## src/sv/lbpd_pkg.sv

```systemverilog
// Types, constants and interval ROM shared by the LED blink pattern driver.
package lbpd_pkg;

   localparam int SENSOR_WIDTH    = 10;
   localparam int TIME_WIDTH      = 32;
   localparam int LEVEL_WIDTH     = 8;
   localparam int COEF_WIDTH      = 15;
   localparam int PATTERN_WIDTH   = 3;
   localparam int STEP_WIDTH      = 3;
   localparam int INTERVAL_WIDTH  = 10;
   localparam int PATTERN_COUNT   = 7;
   localparam int PATTERN_ROWS    = 8;
   localparam int STEPS           = 6;
   localparam int PROD_WIDTH      = SENSOR_WIDTH + COEF_WIDTH;
   localparam int CSR_INDEX_WIDTH = 2;
   localparam int CSR_DATA_WIDTH  = COEF_WIDTH;

   // round(x / 100): x + 50, then multiply by 2^19 / 100 rounded up
   localparam int ROUND_BIAS  = 50;
   localparam int SAT_PRODUCT = 25550;
   localparam int RECIP_100   = 5243;
   localparam int RECIP_SHIFT = 19;
   localparam int DIV_WIDTH   = 15;
   localparam int RECIP_WIDTH = 13;

   localparam logic [COEF_WIDTH-1:0]  COEF_RESET      = COEF_WIDTH'(25);
   localparam logic [LEVEL_WIDTH-1:0] ON_LEVEL_RESET  = LEVEL_WIDTH'(255);
   localparam logic [LEVEL_WIDTH-1:0] OFF_LEVEL_RESET = LEVEL_WIDTH'(0);
   localparam logic [STEP_WIDTH-1:0]  LAST_STEP       = STEP_WIDTH'(STEPS - 1);

   typedef enum logic [CSR_INDEX_WIDTH-1:0] {
      CSR_COEF      = 2'd0,
      CSR_ON_LEVEL  = 2'd1,
      CSR_OFF_LEVEL = 2'd2
   } csr_index_type;

   typedef enum logic {
      ACT_POLL   = 1'b0,
      ACT_SELECT = 1'b1
   } action_type;

   typedef struct packed {
      logic                     action;
      logic [PATTERN_WIDTH-1:0] pattern;
      logic                     normal_mode;
      logic [SENSOR_WIDTH-1:0]  sensor_level;
      logic [TIME_WIDTH-1:0]    now_ms;
   } req_type;

   typedef struct packed {
      logic [LEVEL_WIDTH-1:0] led_level;
      logic                   level_changed;
   } rsp_type;

   localparam logic [INTERVAL_WIDTH-1:0] INTERVAL_ROM [0:PATTERN_ROWS-1][0:STEPS-1] = '{
      '{10'd800, 10'd800, 10'd800, 10'd800, 10'd800, 10'd800},
      '{10'd200, 10'd0,   10'd0,   10'd0,   10'd0,   10'd800},
      '{10'd120, 10'd140, 10'd240, 10'd0,   10'd0,   10'd800},
      '{10'd120, 10'd140, 10'd140, 10'd140, 10'd240, 10'd800},
      '{10'd800, 10'd0,   10'd0,   10'd0,   10'd0,   10'd200},
      '{10'd400, 10'd100, 10'd400, 10'd0,   10'd0,   10'd800},
      '{10'd400, 10'd100, 10'd400, 10'd100, 10'd400, 10'd800},
      '{10'd0,   10'd0,   10'd0,   10'd0,   10'd0,   10'd0}
   };

   function automatic logic [INTERVAL_WIDTH-1:0] step_interval(
      input logic [PATTERN_WIDTH-1:0] row,
      input logic [STEP_WIDTH-1:0]    step
   );
      logic [INTERVAL_WIDTH-1:0] value;
      value = '0;
      if (step <= LAST_STEP) begin
         value = INTERVAL_ROM[row][step];
      end
      return value;
   endfunction

endpackage

```

## src/sv/lbpd_scale.sv

```systemverilog
// Normal-mode brightness: rounded product divided by 100, saturated at full scale.
module lbpd_scale (
   input  logic [lbpd_pkg::PROD_WIDTH-1:0]  product,
   output logic [lbpd_pkg::LEVEL_WIDTH-1:0] level
);
   import lbpd_pkg::*;

   localparam int QUOT_WIDTH = DIV_WIDTH + RECIP_WIDTH;

   logic                  saturate;
   logic [DIV_WIDTH-1:0]  biased;
   logic [QUOT_WIDTH-1:0] scaled;

   // below the saturation point product + 50 stays under 25600
   assign saturate = product >= PROD_WIDTH'(SAT_PRODUCT);
   assign biased   = product[DIV_WIDTH-1:0] + DIV_WIDTH'(ROUND_BIAS);
   assign scaled   = QUOT_WIDTH'(biased) * QUOT_WIDTH'(RECIP_100);
   assign level    = saturate ? '1 : scaled[RECIP_SHIFT +: LEVEL_WIDTH];

endmodule

```

## src/sv/led_blink_pattern_driver_top.sv

```systemverilog
// Top level of the LED blink pattern driver: request stage, pattern engine, response register.
// A request is held in the request register, then its response in the response register.
// Throughput: one request per cycle while responses are taken; the request register holds the
// sensor product, then the divide-by-100 and the blink step run against the held state.
// Reset (synchronous, active high) clears the LED state, selects the learn pattern
// pending start and loads the register defaults (gain 25, on 255, off 0).
module led_blink_pattern_driver_top (
   input  logic                                 clock,
   input  logic                                 reset,
   input  logic                                 req_valid,
   output logic                                 req_ready,
   input  lbpd_pkg::req_type                    req_data,
   output logic                                 rsp_valid,
   input  logic                                 rsp_ready,
   output lbpd_pkg::rsp_type                    rsp_data,
   input  logic                                 csr_we,
   input  logic [lbpd_pkg::CSR_INDEX_WIDTH-1:0] csr_index,
   input  logic [lbpd_pkg::CSR_DATA_WIDTH-1:0]  csr_wdata
);
   import lbpd_pkg::*;

   localparam logic [PATTERN_WIDTH:0] PATTERN_LIMIT =
      (PATTERN_COUNT > PATTERN_ROWS) ? (PATTERN_WIDTH+1)'(PATTERN_ROWS)
                                     : (PATTERN_WIDTH+1)'(PATTERN_COUNT);

   logic [COEF_WIDTH-1:0]    coef_ff;
   logic [LEVEL_WIDTH-1:0]   on_level_ff;
   logic [LEVEL_WIDTH-1:0]   off_level_ff;

   logic                     p_valid_ff, p_valid_in;
   req_type                  p_req_ff;
   logic [PROD_WIDTH-1:0]    p_prod_ff;

   logic                     rsp_valid_ff, rsp_valid_in;
   rsp_type                  rsp_ff, rsp_in;

   logic [LEVEL_WIDTH-1:0]   applied_ff, applied_in;
   logic [PATTERN_WIDTH-1:0] row_ff, row_in;
   logic                     running_ff, running_in;
   logic [STEP_WIDTH-1:0]    step_ff, step_in;
   logic [TIME_WIDTH-1:0]    mark_ff, mark_in;

   logic                     req_fire, p_fire, out_ready;
   logic [LEVEL_WIDTH-1:0]   scaled_level, new_level;
   logic                     apply;
   logic                     pattern_ok;
   logic [TIME_WIDTH-1:0]    elapsed;
   logic [INTERVAL_WIDTH-1:0] interval;

   assign out_ready = !rsp_valid_ff || rsp_ready;
   assign p_fire    = p_valid_ff && out_ready;
   assign req_ready = !p_valid_ff || out_ready;
   assign req_fire  = req_valid && req_ready;

   always_ff @(posedge clock) begin
      if (reset) begin
         coef_ff      <= COEF_RESET;
         on_level_ff  <= ON_LEVEL_RESET;
         off_level_ff <= OFF_LEVEL_RESET;
      end else if (csr_we) begin
         case (csr_index)
            CSR_COEF:      coef_ff      <= csr_wdata[COEF_WIDTH-1:0];
            CSR_ON_LEVEL:  on_level_ff  <= csr_wdata[LEVEL_WIDTH-1:0];
            CSR_OFF_LEVEL: off_level_ff <= csr_wdata[LEVEL_WIDTH-1:0];
            default: ;
         endcase
      end
   end

   // request stage
   always_comb begin
      p_valid_in = p_valid_ff;
      if (req_fire) begin
         p_valid_in = 1'b1;
      end else if (p_fire) begin
         p_valid_in = 1'b0;
      end
   end

   always_ff @(posedge clock) begin
      if (reset) begin
         p_valid_ff <= 1'b0;
      end else begin
         p_valid_ff <= p_valid_in;
      end
   end

   always_ff @(posedge clock) begin
      if (req_fire) begin
         p_req_ff  <= req_data;
         p_prod_ff <= PROD_WIDTH'(req_data.sensor_level) * PROD_WIDTH'(coef_ff);
      end
   end

   lbpd_scale u_scale (
      .product (p_prod_ff),
      .level   (scaled_level)
   );

   // pattern engine
   assign pattern_ok = {1'b0, p_req_ff.pattern} < PATTERN_LIMIT;
   assign elapsed    = p_req_ff.now_ms - mark_ff;
   assign interval   = step_interval(row_ff, step_ff);

   always_comb begin
      row_in     = row_ff;
      running_in = running_ff;
      step_in    = step_ff;
      mark_in    = mark_ff;
      new_level  = applied_ff;
      apply      = 1'b0;
      if (p_req_ff.action == ACT_SELECT) begin
         if (pattern_ok) begin
            row_in     = p_req_ff.pattern;
            running_in = 1'b0;
         end
      end else if (p_req_ff.normal_mode) begin
         new_level = scaled_level;
         apply     = 1'b1;
      end else if (!running_ff) begin
         new_level  = on_level_ff;
         apply      = 1'b1;
         mark_in    = p_req_ff.now_ms;
         step_in    = '0;
         running_in = 1'b1;
      end else if (elapsed >= TIME_WIDTH'(interval)) begin
         // even steps end an on phase, odd steps an off phase
         new_level = step_ff[0] ? on_level_ff : off_level_ff;
         apply     = 1'b1;
         mark_in   = p_req_ff.now_ms;
         step_in   = (step_ff == LAST_STEP) ? '0 : step_ff + STEP_WIDTH'(1);
      end
      applied_in           = apply ? new_level : applied_ff;
      rsp_in.led_level     = applied_in;
      rsp_in.level_changed = apply && (new_level != applied_ff);
   end

   always_ff @(posedge clock) begin
      if (reset) begin
         applied_ff <= '0;
         row_ff     <= '0;
         running_ff <= 1'b0;
         step_ff    <= '0;
         mark_ff    <= '0;
      end else if (p_fire) begin
         applied_ff <= applied_in;
         row_ff     <= row_in;
         running_ff <= running_in;
         step_ff    <= step_in;
         mark_ff    <= mark_in;
      end
   end

   // response register
   always_comb begin
      rsp_valid_in = rsp_valid_ff;
      if (p_fire) begin
         rsp_valid_in = 1'b1;
      end else if (rsp_ready) begin
         rsp_valid_in = 1'b0;
      end
   end

   always_ff @(posedge clock) begin
      if (reset) begin
         rsp_valid_ff <= 1'b0;
      end else begin
         rsp_valid_ff <= rsp_valid_in;
      end
   end

   always_ff @(posedge clock) begin
      if (p_fire) begin
         rsp_ff <= rsp_in;
      end
   end

   assign rsp_valid = rsp_valid_ff;
   assign rsp_data  = rsp_ff;

endmodule

```

## config.mk

```make
export PLATFORM = sky130hd
export DESIGN_NAME = led_blink_pattern_driver_top
export DESIGN_NICKNAME = d
export VERILOG_FILES = /design/src/sv/lbpd_pkg.sv /design/src/sv/lbpd_scale.sv /design/src/sv/led_blink_pattern_driver_top.sv
export SDC_FILE = /design/constraint.sdc
export NUM_CORES = 1
export LEC_CHECK = 0
export ABC_CLOCK_PERIOD_IN_PS = 14280
export BUFFER_PORTS_ARGS = -buffer_cell sky130_fd_sc_hd__buf_2
export CAP_MARGIN = 10
export CORE_AREA = 5 5 182 184
export CTS_CLUSTER_DIAMETER = 100
export DETAILED_ROUTE_END_ITERATION = 8
export DIE_AREA = 0 0 187 189
export PLACE_DENSITY = 0.84
export SLEW_MARGIN = 0
export SYNTH_ARGS = -nofsm -noshare
export SYNTH_HDL_FRONTEND = slang
export SYNTH_SLANG_ARGS = --single-unit
```

## constraint.sdc

```tcl
create_clock -name clock -period 14.28 [get_ports clock]
set_input_delay 0 -clock clock [delete_from_list [all_inputs] [get_ports clock]]
set_output_delay 0 -clock clock [all_outputs]
set_load 0.01 [all_outputs]
```

# == Yosys cells after proc, flatten, opt, wreduce, memory -nomap -nowiden ==
# Memory sizes are Yosys's and may differ from the RTL's.
# Cells that the tools add are included.
# totals
reg_bits,151
romBits,480
output_inout_bits,11
wordCells,85
memories,1
# classes
n_addsub,3
n_mul,2
n_lt_le_gt_ge,6
n_eq_ne,7
n_mux,29
bitwise_logic,4
reduce_logical,16
# memory_table
name,depth,word_bits,rd,rd_clocked_by_memory_dff,wr,line_no,rtl
(no name shown),8,60,1,0,0,lbpd_pkg.sv:73,value = INTERVAL_ROM[row][step];
# ops
operator,n
60-bit 2-to-1 mux,2
32-bit 2-to-1 mux,2
8-bit 2-to-1 mux,7
32-bit by 10-bit >= comparator with 1-bit output,1
32-bit subtractor,1
10-bit binary-select mux with 3-bit select,1
10-bit 2-to-1 mux,3
"15-bit by 13-bit multiplier with 27-bit output, second input constant",1
"25-bit by 15-bit >= comparator with 1-bit output, second input constant",1
10-bit by 15-bit multiplier with 25-bit output,1
"15-bit by 6-bit adder with 15-bit output, second input constant",1
1-bit 2-to-1 mux,11
3-bit 2-to-1 mux,3
"4-bit >= comparator, second input constant",2
8-bit inequality test,1
3-bit inverter with 4-bit output,2
"2-bit by 1-bit inequality test with 1-bit output, second input constant",3
2-bit AND reduction,3
3-bit AND reduction,2
4-bit AND reduction,1
2-bit nonzero test,2
"3-bit by 1-bit adder with 3-bit output, second input constant",1
"3-bit == test, second input constant",1
"3-bit <= comparator, second input constant",1
8 further kinds,13

# == Depth between registers and ports, before layout ==
# logic_depth
word_depth,15
depth_mapped,32
mapped_depth_nobuf,32

# == Hierarchy ==
# From an unflattened synthesis, not the netlist that was laid out.
# unflattened
hier_cells,1955
hier_area_um2,17515.5
# by_module_without_submodules
module,instances,cells_each,area_per_inst_um2,seq_area_each_um2
led_blink_pattern_driver_top,1,1473,13342.8,3733.6
lbpd_scale,1,482,4172.8,0.0

# == Least setup slack after synthesis ==
# No wires, ideal clock.
# synth_path
kind,reg-to-reg
start,register p_prod_ff[1]
end,"register rsp_ff, in the netlist rsp_data[0], data pin"
setup_ns,0.277
arrival_ns,7.283
setup_slack_ns,6.720
stages_incl_launch_ff,33
period_less_slack_ns,7.560
path_cell_list,edfxtp_1 > ha_1 > a21oi_1 > nand2b_1 > nor2b_1 > and2_1 > xor2_1 > inv_1 > fa_1 > inv_1 > ha_1 > inv_1 > fa_1 > inv_1 > fa_1 > inv_1 > fa_1 > inv_1 > ha_1 > o211ai_1 > nor4_1 > a32oi_1 > o211ai_1 > o31a_1 > and4_1 > a2111oi_0 > nor2b_1 > nor2_1 > xnor2_1 > nor2_1 > a221o_1 > nor4_1 > o2111ai_1
# synth_lines
item,line_no,rtl
"start, declared",led_blink_pattern_driver_top.sv:32,logic [PROD_WIDTH-1:0] p_prod_ff;
"start signal, assigned",led_blink_pattern_driver_top.sv:91,p_prod_ff <= PROD_WIDTH'(req_data.sensor_level) * PROD_WIDTH'(coef_ff);
"end signal, assigned",led_blink_pattern_driver_top.sv:174,rsp_ff <= rsp_in;
"end, declared",led_blink_pattern_driver_top.sv:35,"rsp_type rsp_ff, rsp_in;"

==> impl_metrics.toml <==
[global_routing]
overflow = 0
antenna_found_initial = 0
grt_pass1_vias = 14000
grt_pass1_wl_mm = 67.4
grt_max_degree = 81
grt_usage = 0.228

[timing]
min_period_ns = 8.61
whs_ns = 0.0587
relSlewSlack = 0.157
hold_viol_final = 0
fin_setup_tns_ns = 0
setup_viol = 0
fmax_mhz = 116
rsz0062_at_grt = "false"
drv_slew = 0
fin_crit_sh = 0.603
finClkSkew_ns = 0.0109
tightest_slew_ns = 1.26

[finish]
drive_gt1_frac = 0.0765
syn2layout_area_growth_pct = 10.2
final_nets = 2437
layout_common_cells = "300 x inv_1, 259 x nand2_1, 204 x ha_1, 165 x fa_1, 127 x a21oi_1"
layout_commonest_cell = "inv_1"
antenna_cells = 0

[job]
drv_cap = 0

[detailed_routing]
wirelength_mm = 40.1
wl_per_cell_um = 16.6
vias = 13700
ant_nets = 0
dr.pass1.iters = 5
drc = 0
initialDrtViolationCount = 988
vias_per_cell = 5.68

[min_path]
worstHoldPathType = "input port to flop"

[floorplanning]
fp.dieArea_sq_mm = 0.0353
core_area_sq_mm = 0.0312
rows = 65
die_h_um = 189
fp.dieW_um = 187
start_util = 0.544
io_pins = 80

[worst_setup_path]
cp_slowest_stage_delay_ns = 0.67
critPathRequiredTime_ns = 14.43
r2r-start = "p_prod_ff[1]$_DFFE_PP_"
r2r_slack_ns = 5.67
critPathSlowestCell = "a2111oi_0"
critPathKind = "flop to flop"
path_max_fanout = 6
start_kind = "flop"
critPathLaunch = "p_prod_ff[1]$_DFFE_PP_"
r2r_end = "rsp_data[0]$_DFFE_PP_"
end_kind = "flop"
rr_worst_depth = 32
cp-endpoint = "rsp_data[0]$_DFFE_PP_"
arrival_ns = 8.75
crit_top_cell = "inv_1"

[place]
place_congestion = 0.963
port-buffer-count = 79
dp_hpwl_mm = 30.6

[logic_synthesis]
synth_flop_cell = "dfxtp_1"
syn_area_sq_mm = 0.0170
synthesis.nets = 2364
synth-warning-count = 0
async_flop_share = 0
synth-seq-cells = 151
ys_seq_area_frac = 0.220
syn_inst = 1926
yosysUniqueCellTypes = 90
syn_avg_cell_area_sq_um = 8.82
synth_edf_count = 71

[cts]
cts_sinks = 151
post_cts_buffers = 0
cts_root_buf = "clkbuf_16"
clk_path_buf_depth = 2
cts_tree = "done"
htree_levels = 4
clk_latency_ns = 0.44
cts_buffers = 17
clkTransAtPathRegs_ns = 0.06

[status]
status = "finished clean"
layer usage:
metal,GRT usage,vias to the layer above,share of wire
li1,-,6505,-
met1,0.286,6673,0.42
met2,0.403,429,0.50
met3,0.0265,106,0.049
met4,0.0907,0,0.037
met5,0,-,0
flip-flops by register name, summed over array words and instances, names as in the netlist, 3 cells and up:
| signal | cells |
|---|---|
| applied_ff | 8 |
| coef_ff | 15 |
| mark_ff | 32 |
| off_level_ff | 8 |
| on_level_ff | 8 |
| p_prod_ff | 25 |
| p_req_ff | 37 |
| row_ff | 3 |
| rsp_data | 9 |
| step_ff | 3 |
layout make-up:
| class | count | area (sq um) |
|---|---|---|
| clock buffer | 19 | 443 |
| timing repair buffer | 138 | 976 |
| multi-input combinational | 1388 | 11800 |
| fill | 2627 | 12500 |
| sequential | 151 | 3730 |
| inverter | 303 | 1140 |
| clock inverter | 13 | 136 |
| tap | 402 | 503 |
cells in the mapped netlist (all sizes together), types with 9 or more instances:
| cell type | instances | share of area |
|---|---|---|
| a211oi | 14 | 0.0068 |
| a21o | 25 | 0.011 |
| a21oi | 128 | 0.038 |
| and2 | 68 | 0.025 |
| buf | 14 | 0.0043 |
| clkbuf | 70 | 0.015 |
| dfxtp | 80 | 0.094 |
| edfxtp | 71 | 0.13 |
| fa | 165 | 0.19 |
| ha | 204 | 0.15 |
| inv | 301 | 0.066 |
| mux2i | 20 | 0.012 |
| nand2 | 259 | 0.057 |
| nand2b | 18 | 0.0066 |
| nand3 | 27 | 0.0080 |
| nand3b | 13 | 0.0057 |
| nand4 | 13 | 0.0057 |
| nor2 | 98 | 0.022 |
| nor2b | 9 | 0.0033 |
| nor3 | 20 | 0.0059 |
| nor4 | 12 | 0.0053 |
| o211ai | 12 | 0.0059 |
| o21a | 14 | 0.0062 |
| o21ai | 58 | 0.018 |
| o21bai | 13 | 0.0057 |
| or2 | 12 | 0.0044 |
| xnor2 | 46 | 0.024 |
| xor2 | 25 | 0.013 |
critical path, delay by kind of cell (launching register included):
kind	cells	cell delay (ns)
AO/OA/AOI/OAI	8	2.41
buffers and inverters	6	0.48
adder cells (fa/ha/maj)	7	2.93
AND/OR/NAND/NOR	9	1.32
XOR/XNOR	2	0.70
flip-flops	1	0.48
logic make-up (layout without fill, tap and decap cells):
family / count (synthesis) / in the layout / synth area share
AND/OR/NAND/NOR: 575 / 575 / 0.160
buffers and inverters: 387 / 473 / 0.0867
adder cells (fa/ha/maj): 369 / 369 / 0.345
AO/OA/AOI/OAI: 346 / 346 / 0.135
flip-flops: 151 / 151 / 0.220
XOR/XNOR: 71 / 71 / 0.0366
multiplexers: 27 / 27 / 0.0166
timing repair:
action / CTS / global route
gates resized for setup: 0 / 0
hold endpoints to repair: 70 / 0
hold buffers: 55 / 0
per-stage QoR:
| stage | worst slack (ns) | utilization | instance area, sq um | std cells |
|---|---|---|---|---|
| 2_1_floorplan | 6.72 | - | 17000 | 1926 |
| 3_3_place_gp | 6.18 | 0.563 | 17600 | 2327 |
| 3_5_place_dp | 5.73 | 0.563 | 17600 | 2327 |
| 4_1_cts | 5.75 | 0.599 | 18700 | 2414 |
| 5_1_grt | 5.18 | 0.599 | 18700 | 2414 |
| 6_report | 5.67 | 0.599 | 18700 | 2414 |
how the worst min path moves through the flow:
stage	start	end	slack, ns	cells past startpoint
4_1_cts	req_data[32]	p_prod_ff[0]$_DFFE_PP_	0.04	2
3_5_place_dp	req_data[19]	p_req_ff[19]$_DFFE_PP_	0.18	1
5_1_grt	req_data[32]	p_prod_ff[0]$_DFFE_PP_	0.09	2
6_report	req_data[32]	p_prod_ff[0]$_DFFE_PP_	0.06	2
3_3_place_gp	req_data[27]	p_req_ff[27]$_DFFE_PP_	0.18	1
2_1_floorplan	req_data[0]	p_req_ff[0]$_DFFE_PP_	0.1	0
Power is not shown: default switching activity piles up to over one toggle a cycle in this logic, so the estimate is an artifact.
